<file path="src/pars_pkg.sv">
// ----------------------------------------------------------------------------
// pars_pkg
// Shared types and codes for the packet admission and run state unit.
// ----------------------------------------------------------------------------
package pars_pkg;

   localparam int TypeWidth   = 24;
   localparam int StatusWidth = 2;
   localparam int PulseWidth  = 64;
   localparam int CountWidth  = 32;

   // packet type codes, version in the low byte
   localparam logic [TypeWidth-1:0] TypeRunStatus  = 24'h400300;
   localparam logic [TypeWidth-1:0] TypePixelMap   = 24'h400200;
   localparam logic [TypeWidth-1:0] TypeRunInfo    = 24'h400400;
   localparam logic [TypeWidth-1:0] TypeGeometry   = 24'h400A00;
   localparam logic [TypeWidth-1:0] TypeBeamInfo   = 24'h400B00;
   localparam logic [TypeWidth-1:0] TypeDevDesc    = 24'h800000;
   localparam logic [TypeWidth-1:0] TypeVarU32     = 24'h800100;
   localparam logic [TypeWidth-1:0] TypeVarDouble  = 24'h800200;
   localparam logic [TypeWidth-1:0] TypeBankEvent  = 24'h400000;
   localparam logic [TypeWidth-1:0] TypeBeamMon    = 24'h400100;

   // run status kinds
   localparam logic [StatusWidth-1:0] StatusNewRun = 2'd1;
   localparam logic [StatusWidth-1:0] StatusEndRun = 2'd2;

   // once-only bit positions
   localparam int OncePixelMap = 0;
   localparam int OnceRunInfo  = 1;
   localparam int OnceBeamInfo = 2;
   localparam int OnceGeometry = 3;

   localparam logic [CountWidth-1:0] CountMax = '1;

   typedef enum logic [1:0] {
      PHASE_WAITING = 2'd0,
      PHASE_HEADER  = 2'd1,
      PHASE_EVENTS  = 2'd2,
      PHASE_DONE    = 2'd3
   } phase_type;

   typedef enum logic [2:0] {
      CLS_RUN_STATUS,
      CLS_PIXEL_MAP,
      CLS_RUN_INFO,
      CLS_GEOMETRY,
      CLS_BEAM_INFO,
      CLS_SLOW,
      CLS_PULSE,
      CLS_OTHER
   } class_type;

   typedef struct packed {
      logic                  admitted;
      logic                  phase_error;
      phase_type             run_phase;
      logic [CountWidth-1:0] pulses_seen;
      logic [CountWidth-1:0] skip_total;
   } result_type;

endpackage

</file>
<file path="src/pars_decode.sv">
// ----------------------------------------------------------------------------
// pars_decode
// Sort a packet type code into its admission class.
// ----------------------------------------------------------------------------
module pars_decode
   import pars_pkg::*;
(
   input  logic [TypeWidth-1:0] packet_type,
   output class_type            pkt_class
);

   always_comb begin
      unique case (packet_type)
         TypeRunStatus: pkt_class = CLS_RUN_STATUS;
         TypePixelMap:  pkt_class = CLS_PIXEL_MAP;
         TypeRunInfo:   pkt_class = CLS_RUN_INFO;
         TypeGeometry:  pkt_class = CLS_GEOMETRY;
         TypeBeamInfo:  pkt_class = CLS_BEAM_INFO;
         TypeDevDesc, TypeVarU32, TypeVarDouble: pkt_class = CLS_SLOW;
         TypeBankEvent, TypeBeamMon:             pkt_class = CLS_PULSE;
         default:       pkt_class = CLS_OTHER;
      endcase
   end

endmodule

</file>
<file path="src/pars_core.sv">
// ----------------------------------------------------------------------------
// pars_core
// Run state registers and the admission decision for one packet.
// ----------------------------------------------------------------------------
module pars_core
   import pars_pkg::*;
(
   input  logic                   clock,
   input  logic                   reset,
   input  logic                   step,
   input  class_type              pkt_class,
   input  logic [StatusWidth-1:0] run_status,
   input  logic [PulseWidth-1:0]  pulse_id,
   input  logic                   count_skips,
   output result_type             result
);

   phase_type             phase_ff, phase_in;
   logic [3:0]            once_ff, once_in;
   logic [CountWidth-1:0] skip_cnt_ff, skip_cnt_in;
   logic [CountWidth-1:0] pulse_cnt_ff, pulse_cnt_in;
   logic [PulseWidth-1:0] last_pulse_ff, last_pulse_in;

   logic adm;
   logic err;
   logic hdr_or_ev;

   assign hdr_or_ev = (phase_ff == PHASE_HEADER) || (phase_ff == PHASE_EVENTS);

   always_comb begin
      phase_in      = phase_ff;
      once_in       = once_ff;
      pulse_cnt_in  = pulse_cnt_ff;
      last_pulse_in = last_pulse_ff;
      skip_cnt_in   = skip_cnt_ff;
      adm           = 1'b0;
      err           = 1'b0;
      unique case (pkt_class)
         CLS_RUN_STATUS: begin
            adm = 1'b1;
            if (run_status == StatusNewRun) begin
               if (phase_ff == PHASE_WAITING) phase_in = PHASE_HEADER;
            end else if (run_status == StatusEndRun) begin
               if (phase_ff == PHASE_EVENTS) phase_in = PHASE_DONE;
               else err = 1'b1;
            end
         end
         CLS_PIXEL_MAP: begin
            adm = hdr_or_ev && !once_ff[OncePixelMap];
            if (adm) begin
               once_in[OncePixelMap] = 1'b1;
               phase_in              = PHASE_EVENTS;
            end
         end
         CLS_RUN_INFO: begin
            adm = hdr_or_ev && !once_ff[OnceRunInfo];
            if (adm) once_in[OnceRunInfo] = 1'b1;
         end
         CLS_GEOMETRY: begin
            adm = hdr_or_ev && !once_ff[OnceGeometry];
            if (adm) once_in[OnceGeometry] = 1'b1;
         end
         CLS_BEAM_INFO: begin
            adm = hdr_or_ev && !once_ff[OnceBeamInfo];
            if (adm) once_in[OnceBeamInfo] = 1'b1;
         end
         CLS_SLOW: adm = hdr_or_ev;
         CLS_PULSE: begin
            adm = (phase_ff == PHASE_EVENTS);
            // a new pulse, or the very first one
            if (adm && (pulse_id != last_pulse_ff || pulse_cnt_ff == '0)) begin
               last_pulse_in = pulse_id;
               if (pulse_cnt_ff != CountMax) pulse_cnt_in = pulse_cnt_ff + 1'b1;
            end
         end
         CLS_OTHER: adm = 1'b0;
         default:   adm = 1'b0;
      endcase
      if (!adm && count_skips && skip_cnt_ff != CountMax) begin
         skip_cnt_in = skip_cnt_ff + 1'b1;
      end
   end

   always_ff @(posedge clock) begin
      if (reset) begin
         phase_ff      <= PHASE_WAITING;
         once_ff       <= '0;
         skip_cnt_ff   <= '0;
         pulse_cnt_ff  <= '0;
         last_pulse_ff <= '0;
      end else if (step) begin
         phase_ff      <= phase_in;
         once_ff       <= once_in;
         skip_cnt_ff   <= skip_cnt_in;
         pulse_cnt_ff  <= pulse_cnt_in;
         last_pulse_ff <= last_pulse_in;
      end
   end

   assign result.admitted    = adm;
   assign result.phase_error = err;
   assign result.run_phase   = phase_in;
   assign result.pulses_seen = pulse_cnt_in;
   assign result.skip_total  = skip_cnt_in;

endmodule

</file>
<file path="src/packet_admission_run_state_unit.sv">
// ----------------------------------------------------------------------------
// packet_admission_run_state_unit
// Admission decision and run phase tracking for a stream of packet headers.
// ----------------------------------------------------------------------------
// Use:
//   req_*  carries one packet header per transfer: type code and run status
//          kind in tuser, pulse id in tdata.
//   rsp_*  carries one result per header: admitted, skipped and phase error
//          flags in tuser, run phase and the two saturating counters in tdata.
//   csr_*  writes the count_skips enable; write it only while no header is
//          in flight.
// A req transfer loads the header into the input register; once the result
// register is free or draining, the decision moves into the result register,
// which drives the rsp transfer. Throughput is one header per cycle while
// rsp_tready stays high; the decision is a type decode, a 64-bit pulse id
// compare and two 32-bit increments, all inside one register stage. When the
// receiver stalls, the result register holds its transfer and the input
// register still takes one more header; after that req_tready drops until
// rsp_tready returns.
// Reset clears the phase to waiting, the once-only bits, both counters, the
// last pulse id, the skip enable and both valid flags.
// ----------------------------------------------------------------------------
module packet_admission_run_state_unit
   import pars_pkg::*;
(
   input  logic        clock,
   input  logic        reset,
   // input channel
   input  logic        req_tvalid,
   output logic        req_tready,
   input  logic [63:0] req_tdata,   // [63:0] pulse_id
   input  logic [25:0] req_tuser,   // [23:0] packet_type, [25:24] run_status
   // result channel
   output logic        rsp_tvalid,
   input  logic        rsp_tready,
   output logic [71:0] rsp_tdata,   // [1:0] run_phase, [33:2] pulses_seen,
                                    // [65:34] skip_total, [71:66] zero
   output logic [2:0]  rsp_tuser,   // [0] admitted, [1] skipped, [2] phase_error
   // configuration
   input  logic        csr_wr_en,
   input  logic        csr_wr_data
);

   logic                   count_skips_ff;

   logic                   in_valid_ff, in_valid_in;
   logic [TypeWidth-1:0]   in_type_ff;
   logic [StatusWidth-1:0] in_status_ff;
   logic [PulseWidth-1:0]  in_pid_ff;

   logic                   rsp_valid_ff, rsp_valid_in;
   result_type             rsp_ff;

   logic                   req_take;
   logic                   step;
   class_type              pkt_class;
   result_type             result;

   // advance the held header when the result register is free or draining
   assign step       = in_valid_ff && (!rsp_valid_ff || rsp_tready);
   assign req_tready = !in_valid_ff || step;
   assign req_take   = req_tvalid && req_tready;

   always_comb begin
      priority if (req_take) in_valid_in = 1'b1;
      else if (step)         in_valid_in = 1'b0;
      else                   in_valid_in = in_valid_ff;
   end

   always_comb begin
      priority if (step)   rsp_valid_in = 1'b1;
      else if (rsp_tready) rsp_valid_in = 1'b0;
      else                 rsp_valid_in = rsp_valid_ff;
   end

   // control registers
   always_ff @(posedge clock) begin
      if (reset) begin
         count_skips_ff <= 1'b0;
         in_valid_ff    <= 1'b0;
         rsp_valid_ff   <= 1'b0;
      end else begin
         if (csr_wr_en) count_skips_ff <= csr_wr_data;
         in_valid_ff  <= in_valid_in;
         rsp_valid_ff <= rsp_valid_in;
      end
   end

   // payload registers: capture on transfer, hold otherwise
   always_ff @(posedge clock) begin
      if (req_take) begin
         in_type_ff   <= req_tuser[TypeWidth-1:0];
         in_status_ff <= req_tuser[TypeWidth+StatusWidth-1:TypeWidth];
         in_pid_ff    <= req_tdata;
      end
      if (step) rsp_ff <= result;
   end

   pars_decode u_decode (
      .packet_type (in_type_ff),
      .pkt_class   (pkt_class)
   );

   pars_core u_core (
      .clock       (clock),
      .reset       (reset),
      .step        (step),
      .pkt_class   (pkt_class),
      .run_status  (in_status_ff),
      .pulse_id    (in_pid_ff),
      .count_skips (count_skips_ff),
      .result      (result)
   );

   assign rsp_tvalid = rsp_valid_ff;
   assign rsp_tuser  = {rsp_ff.phase_error, !rsp_ff.admitted, rsp_ff.admitted};
   assign rsp_tdata  = {6'd0, rsp_ff.skip_total, rsp_ff.pulses_seen, rsp_ff.run_phase};

`ifndef SYNTH
   // an empty input register always takes a header
   a_ready_when_empty: assert property (@(posedge clock) disable iff (reset)
      !in_valid_ff |-> req_tready)
      else $error("req_tready low with empty input register");

   // a phase error only comes with an admitted run status packet
   a_error_admitted: assert property (@(posedge clock) disable iff (reset)
      (rsp_tvalid && rsp_tuser[2]) |-> rsp_tuser[0])
      else $error("phase error on a packet that was not admitted");

   // with skip counting off, a decision never moves the skip counter
   a_skip_hold: assert property (@(posedge clock) disable iff (reset)
      (step && !count_skips_ff) |-> (result.skip_total == u_core.skip_cnt_ff))
      else $error("skip counter moved while counting disabled");

   // done is entered only through an end run status
   a_done_entry: assert property (@(posedge clock) disable iff (reset)
      (step && result.run_phase == PHASE_DONE && !result.phase_error && result.admitted
       && pkt_class != CLS_RUN_STATUS) |-> 1'b0)
      else $error("done phase reached by a packet other than run status");
`endif

endmodule
</file>
<file path="config.mk">
export PLATFORM = sky130hd
export DESIGN_NAME = packet_admission_run_state_unit
export DESIGN_NICKNAME = d
export VERILOG_FILES = /design/src/pars_pkg.sv /design/src/pars_decode.sv /design/src/pars_core.sv /design/src/packet_admission_run_state_unit.sv
export SDC_FILE = /design/constraint.sdc
export NUM_CORES = 1
export LEC_CHECK = 0
export BUFFER_PORTS_ARGS = -buffer_cell sky130_fd_sc_hd__buf_2
export CORE_UTILIZATION = 25
export DETAILED_ROUTE_END_ITERATION = 12
export PLACE_DENSITY = 0.52
export SETUP_SLACK_MARGIN = 0.15
export SKIP_CTS_REPAIR_TIMING = 1
export SYNTH_ARGS = -nofsm -noshare
export SYNTH_HDL_FRONTEND = slang
export SYNTH_SLANG_ARGS = --single-unit
export TNS_END_PERCENT = 10
</file>
<file path="constraint.sdc">
create_clock -name clock -period 4.9 [get_ports clock]
set_input_delay 0.245 -clock clock [delete_from_list [all_inputs] [get_ports clock]]
set_output_delay 0.245 -clock clock [all_outputs]
set_load 0.03 [all_outputs]
</file>
[Yosys cells after proc, flatten, opt, wreduce, memory -nomap -nowiden]
Index checks and enable logic that the tools add are counted.
Word-level totals
  flip-flop bits (word level): 295
  input port bits: 96
  output and inout port bits: 77
  logic and storage cells: 98
Operators by class
  add/subtract/negate cells: 2
  equal/unequal tests: 24
  mux-type cells: 17
  bitwise logic cells: 2
  reductions and logical operators: 34
Operator list (number)
  24-bit by 23-bit == test with 1-bit output, second input constant: 7
  32-bit two-way mux: 4
  24-bit == test, second input constant: 3
  32-bit by 1-bit adder with 32-bit output, second input constant: 2
  32-bit inequality test, second input constant: 2
  64-bit inequality test: 1
  32-bit logical NOT: 1
  3-bit one-hot mux with 7 select lines: 1
  3-bit AND reduction: 5
  3-bit == test, second input constant: 4
  2-bit two-way mux: 5
  1-bit logical AND: 9
  1-bit logical NOT: 8
  1-bit one-hot mux with 8 select lines: 1
  3-bit by 2-bit == test with 1-bit output, second input constant: 2
  3-bit OR reduction: 2
  1-bit two-way mux: 5
  2-bit by 1-bit == test with 1-bit output, second input constant: 2
  2-bit == test, second input constant: 2
  1-bit logical OR: 4
  2-bit one-hot mux with 2 select lines: 1
  2-bit nonzero test: 2
  3-bit by 1-bit == test with 1-bit output, second input constant: 1
  3-bit logical NOT: 1
  3 further kinds: 4

[Longest topological paths before layout]
  depth after elaboration: 9
  depth in mapped cells: 11
  gate-level depth less buffers: 9

[By module]
Synthesis repeated with hierarchy kept, for this count alone.
Second synthesis, totals
  cell total of the unflattened synthesis: 1144
  area total of the unflattened synthesis: 13021.2 um^2
By module, submodules not included
  pars_core: instances 1, cells an instance 943, area an instance 7927.6 um^2, sequential area each 2682.6 um^2
  packet_admission_run_state_unit: instances 1, cells an instance 179, area an instance 4934.7 um^2, sequential area each 4804.6 um^2
  pars_decode: instances 1, cells an instance 22, area an instance 158.9 um^2, sequential area each 0.0 um^2

[Worst setup path before layout]
OpenSTA, ideal clock, no wires.
  path kind: register to register
  start point: register rsp_valid_ff (netlist: rsp_tvalid)
  end point: register u_core.skip_cnt_ff[30]
  library setup time: 0.073 ns
  arrival time: 3.604 ns
  required time: 4.827 ns
  path slack: 1.223 ns
  stages on the path, launching flop included: 8
  buffers on the path: 2
  period minus slack after synthesis: 3.677 ns
  cell sequence: dfxtp_1 > nor2b_1 > nand2b_1 > clkbuf_1 > inv_2 > clkbuf_1 > nand4_1 > a21oi_2
On the way
  cells in the longest elaborated chain, start to end: 3
Ends and longest elaborated chain
  start: declaration: line packet_admission_run_state_unit.sv:51  | logic rsp_valid_ff, rsp_valid_in;
  start signal: assignment: line packet_admission_run_state_unit.sv:85  | rsp_valid_ff <= rsp_valid_in;
  1-bit logical NOT: line packet_admission_run_state_unit.sv:60  | assign step = in_valid_ff && (!rsp_valid_ff || rsp_tready);
  1-bit logical OR: line packet_admission_run_state_unit.sv:60
  1-bit logical AND: line packet_admission_run_state_unit.sv:60
  end signal: assignment: line pars_core.sv:94  | skip_cnt_ff <= skip_cnt_in;
  end: declaration: line pars_core.sv:20  | logic [CountWidth-1:0] skip_cnt_ff, skip_cnt_in;
No other way between the ends.
A chain may end at the register's enable or synchronous reset.

[Worst setup path after layout]
  start point: register in_type_ff[13]
  end point: register u_core.skip_cnt_ff[11]
On the way
  cells in the longest elaborated chain, start to end: 9
  elaborated cells between the ends (all ways): 26
  classes of those cells: eq/ne (17); mux (3); reduce/logical (6)
Ends and longest elaborated chain
  start: declaration: line packet_admission_run_state_unit.sv:47  | logic [TypeWidth-1:0] in_type_ff;
  start signal: assignment: line packet_admission_run_state_unit.sv:92  | in_type_ff <= req_tuser[TypeWidth-1:0];
  24-bit == test or 24-bit by 23-bit == test with 1-bit output (tied branches): line pars_decode.sv:13  | unique case (packet_type)
  3-bit OR reduction or 2-bit OR reduction (tied branches): line pars_decode.sv:13
  3-bit one-hot mux with 7 select lines *: line pars_decode.sv:13
  3-bit == test (tied with other cells): line pars_core.sv:38  | unique case (pkt_class)
  1-bit one-hot mux with 8 select lines *: line pars_core.sv:38
  1-bit logical NOT *: line pars_core.sv:79  | if (!adm && count_skips && skip_cnt_ff != CountMax) begin
  1-bit logical AND * (2 in series): line pars_core.sv:79
  32-bit two-way mux *: line pars_core.sv:79
Every way passes the cells marked *; elsewhere a longest branch is shown, timed or not.

==> out/metrics.cfg <==
[outcome]
status = complete, no violations

[global_routing]
antenna_found_initial = 1
grt_max_degree = 83
grt_pass1_wl_mm = 48.3
gr-usage-all-layers = 0.113
grt_overflow_total = 0
grt_pass1_vias = 8869

[die]
pin_count = 173
chipWidth_um = 232
die-area_mm2 = 0.0538
start_util = 0.255
row_count = 83
core_area_mm2 = 0.0517
die_y_um = 232

[yosys]
ys_dominant_reg_cell = edfxtp_1
synth_top_family_by_area = simple AND/OR/NAND/NOR gates
synth_top_area_cell = edfxtp_1
synthAdderAreaFrac = 0.00474
yosys_warnings = 0
synth_cell_type_count = 71
synth_xor_area_frac = 0.0875
synth_mux_area_frac = 0.0645
netlist_area_mm2 = 0.0132
synth_compound_area_frac = 0.0531
synth-simple-area-share = 0.192
synth_edf_count = 158
synth_area_leaders = edfxtp_1 (36%), dfxtp_1 (21%), xor2_1 (6.5%), mux2i_1 (5.0%), nor2_1 (4.3%)
synth_top_area_share = 0.359
syn_inst = 1173
syn_area_per_cell_um2 = 11.3
async_flop_share = 0
yosysSeqAreaShare = 0.567
synth_seq_cells = 295

[final_layout]
fin_cells = 2124
final_cell_area_mm2 = 0.0168
layout_commonest_cell = buf_2
regArea_mm2 = 0.00749
final_util = 0.325
multi_input_area_mm2 = 0.00534
final_cell_mix = buf_2 (165), edfxtp_1 (158), nor2_1 (153)
fillerInstances = 5259
areaGrowthSynthToFinish_pct = 27.1
fin_nets = 1517
drive_above_1_share = 0.188

[route]
drcViolationCount = 0
vias_per_cell = 4.46
vias = 9483
drt_iter0_drc = 525
drt_first_pass_iters = 5
totalWireLength_mm = 31.3
final_antenna_net_count = 0
wl_per_cell_um = 14.7

[clock_tree]
root_buffer = clkbuf_16
clkTransAtPathRegs_ns = 0.06
htree_levels = 2
clk_path_buf_depth = 3
clk_latency_ns = 0.54
cts_sinks = 295
cts_tree = yes
numCtsBuffers = 35

[sta]
tightestPinTransition_ns = 1.02
drv_slew = 0
fmax_ghz = 0.283
period_needed_ns = 3.53
slew_headroom = 0.320
tns_ns = 0
setup_viol = 0
skew_ns = 0.0204
period_share = 0.721
finalHoldViolations = 0
rsz0062_at_grt = false

[place]
dp_hpwl_mm = 20.5
place_area_mm2 = 0.0147
dp_cells = 1966
io_buffers = 166
routabilityCongestion = 0.778

[power]
seqPwrFrac = 0.481
p_int_mw = 4.38
p_comb_frac = 0.056
power_switching_mw = 1.29
power.share.switching = 0.227
ir_drop_mv = 0.290
p_per_area_mw_per_mm2 = 338
p_leak_nw = 6.10
pwr-share-clk = 0.463

[worst_setup_path]
crit_type = register to register
critPathArrivalTime_ns = 4.00
cp_max_fo = 14
critPathRequiredTime_ns = 5.37
crit_path_start_kind = register
cp-end-kind = register

[worst_hold_path]
min_path_type = input pin to register

[flow_run]
cap_violations = 0

==> synth_stat cells, types with 23 or more instances <==
| cell type | number |
|---|---|
| clkbuf_1 | 31 |
| xnor2_1 | 34 |
| nand4_1 | 32 |
| dfxtp_1 | 137 |
| xor2_1 | 98 |
| a21oi_1 | 41 |
| o21ai_0 | 23 |
| mux2i_1 | 66 |
| nand2_1 | 57 |
| edfxtp_1 | 158 |
| nand3_1 | 36 |
| inv_1 | 23 |
| nor2_1 | 153 |
| nor4_1 | 29 |
==> power by group through the flow <==
stage	clock [mW]	combinational [mW]	sequential, mW
after floorplan	0	0.112	2.83
after global placement	0	0.267	2.78
after detailed placement	0	0.267	2.78
after CTS	2.73	0.268	2.73
after global routing	2.82	0.348	2.73
final	2.63	0.320	2.73
==> logic make-up (layout without fill, tap and decap cells) <==
logic type | Yosys count | count (layout)
fa+ha+maj | 5 | 5
xor+xnor | 132 | 132
other cells | 1 | 7
simple gates | 459 | 459
compound gates | 109 | 109
mux | 83 | 83
buf+inv | 89 | 354
flops | 295 | 295
==> per-layer routing <==
| metal | wire, µm | GRT usage | up-vias | part of all wire |
|---|---|---|---|---|
| met1 | 14500 | 0.147 | 4568 | 0.46 |
| met3 | 1470 | 0.0306 | 35 | 0.047 |
| met4 | 528 | 0.0286 | 0 | 0.017 |
| li1 | - | - | 4702 | - |
| met5 | 0 | 0 | - | 0 |
| met2 | 14800 | 0.184 | 178 | 0.47 |
==> per-stage QoR <==
step | hold WS (ns) | total power, mW | setup slack [ns]
3_5_place_dp | 0.423 | 3.05 | 1.36
6_report | 0.0213 | 5.67 | 1.37
5_1_grt | 0.0171 | 5.91 | 1.06
4_1_cts | -0.155 | 5.72 | 1.33
2_1_floorplan | 0.344 | 2.94 | 1.22
3_3_place_gp | 0.422 | 3.04 | 1.51
==> path summary, 6_finish.rpt <==
| check | slack (ns) | cells past startpoint | endpoint | from |
|---|---|---|---|---|
| hold / removal | 0.02 | 4 | rsp_tvalid$_SDFFE_PP0P_ | rsp_tready |
| hold reg to reg | 0.48 | 1 | u_core.once_ff[0]$_SDFFE_PP0P_ | u_core.once_ff[0]$_SDFFE_PP0P_ |
| setup / recovery | 1.37 | 7 | u_core.skip_cnt_ff[11]$_SDFFE_PP0P_ | in_type_ff[13]$_DFFE_PP_ |
| setup reg to reg | 1.37 | 7 | u_core.skip_cnt_ff[11]$_SDFFE_PP0P_ | in_type_ff[13]$_DFFE_PP_ |
==> layout make-up <==
class | count | area share
clock inverters | 19 | 0.0113
multi-input cells | 794 | 0.318
flip-flops and latches | 295 | 0.446
clock buffers | 45 | 0.0581
well taps | 680 | 0.0507
repair buffers | 266 | 0.110
diodes | 1 | 0.000149
inverters | 24 | 0.00544
==> flip-flops by register name, indices dropped and copies added (netlist names) <==
name,flops
in_valid_ff,1
u_core.phase_ff,2
rsp_tdata,66
in_pid_ff,64
rsp_tuser,2
count_skips_ff,1
in_status_ff,2
in_type_ff,24
rsp_tvalid,1
u_core.pulse_cnt_ff,32
u_core.once_ff,4
u_core.skip_cnt_ff,32
u_core.last_pulse_ff,64
==> critical path, cell delays in order, from the launching register on <==
cell and delay (ns):
edfxtp_1 0.37, nor4_2 0.43, nand4_1 0.37, nor3_2 0.53, a2111o_1 0.47, nand3_1 0.56, or4_1 0.58, a21oi_1 0.15
No activity file was read; power rests on OpenSTA's default activity.
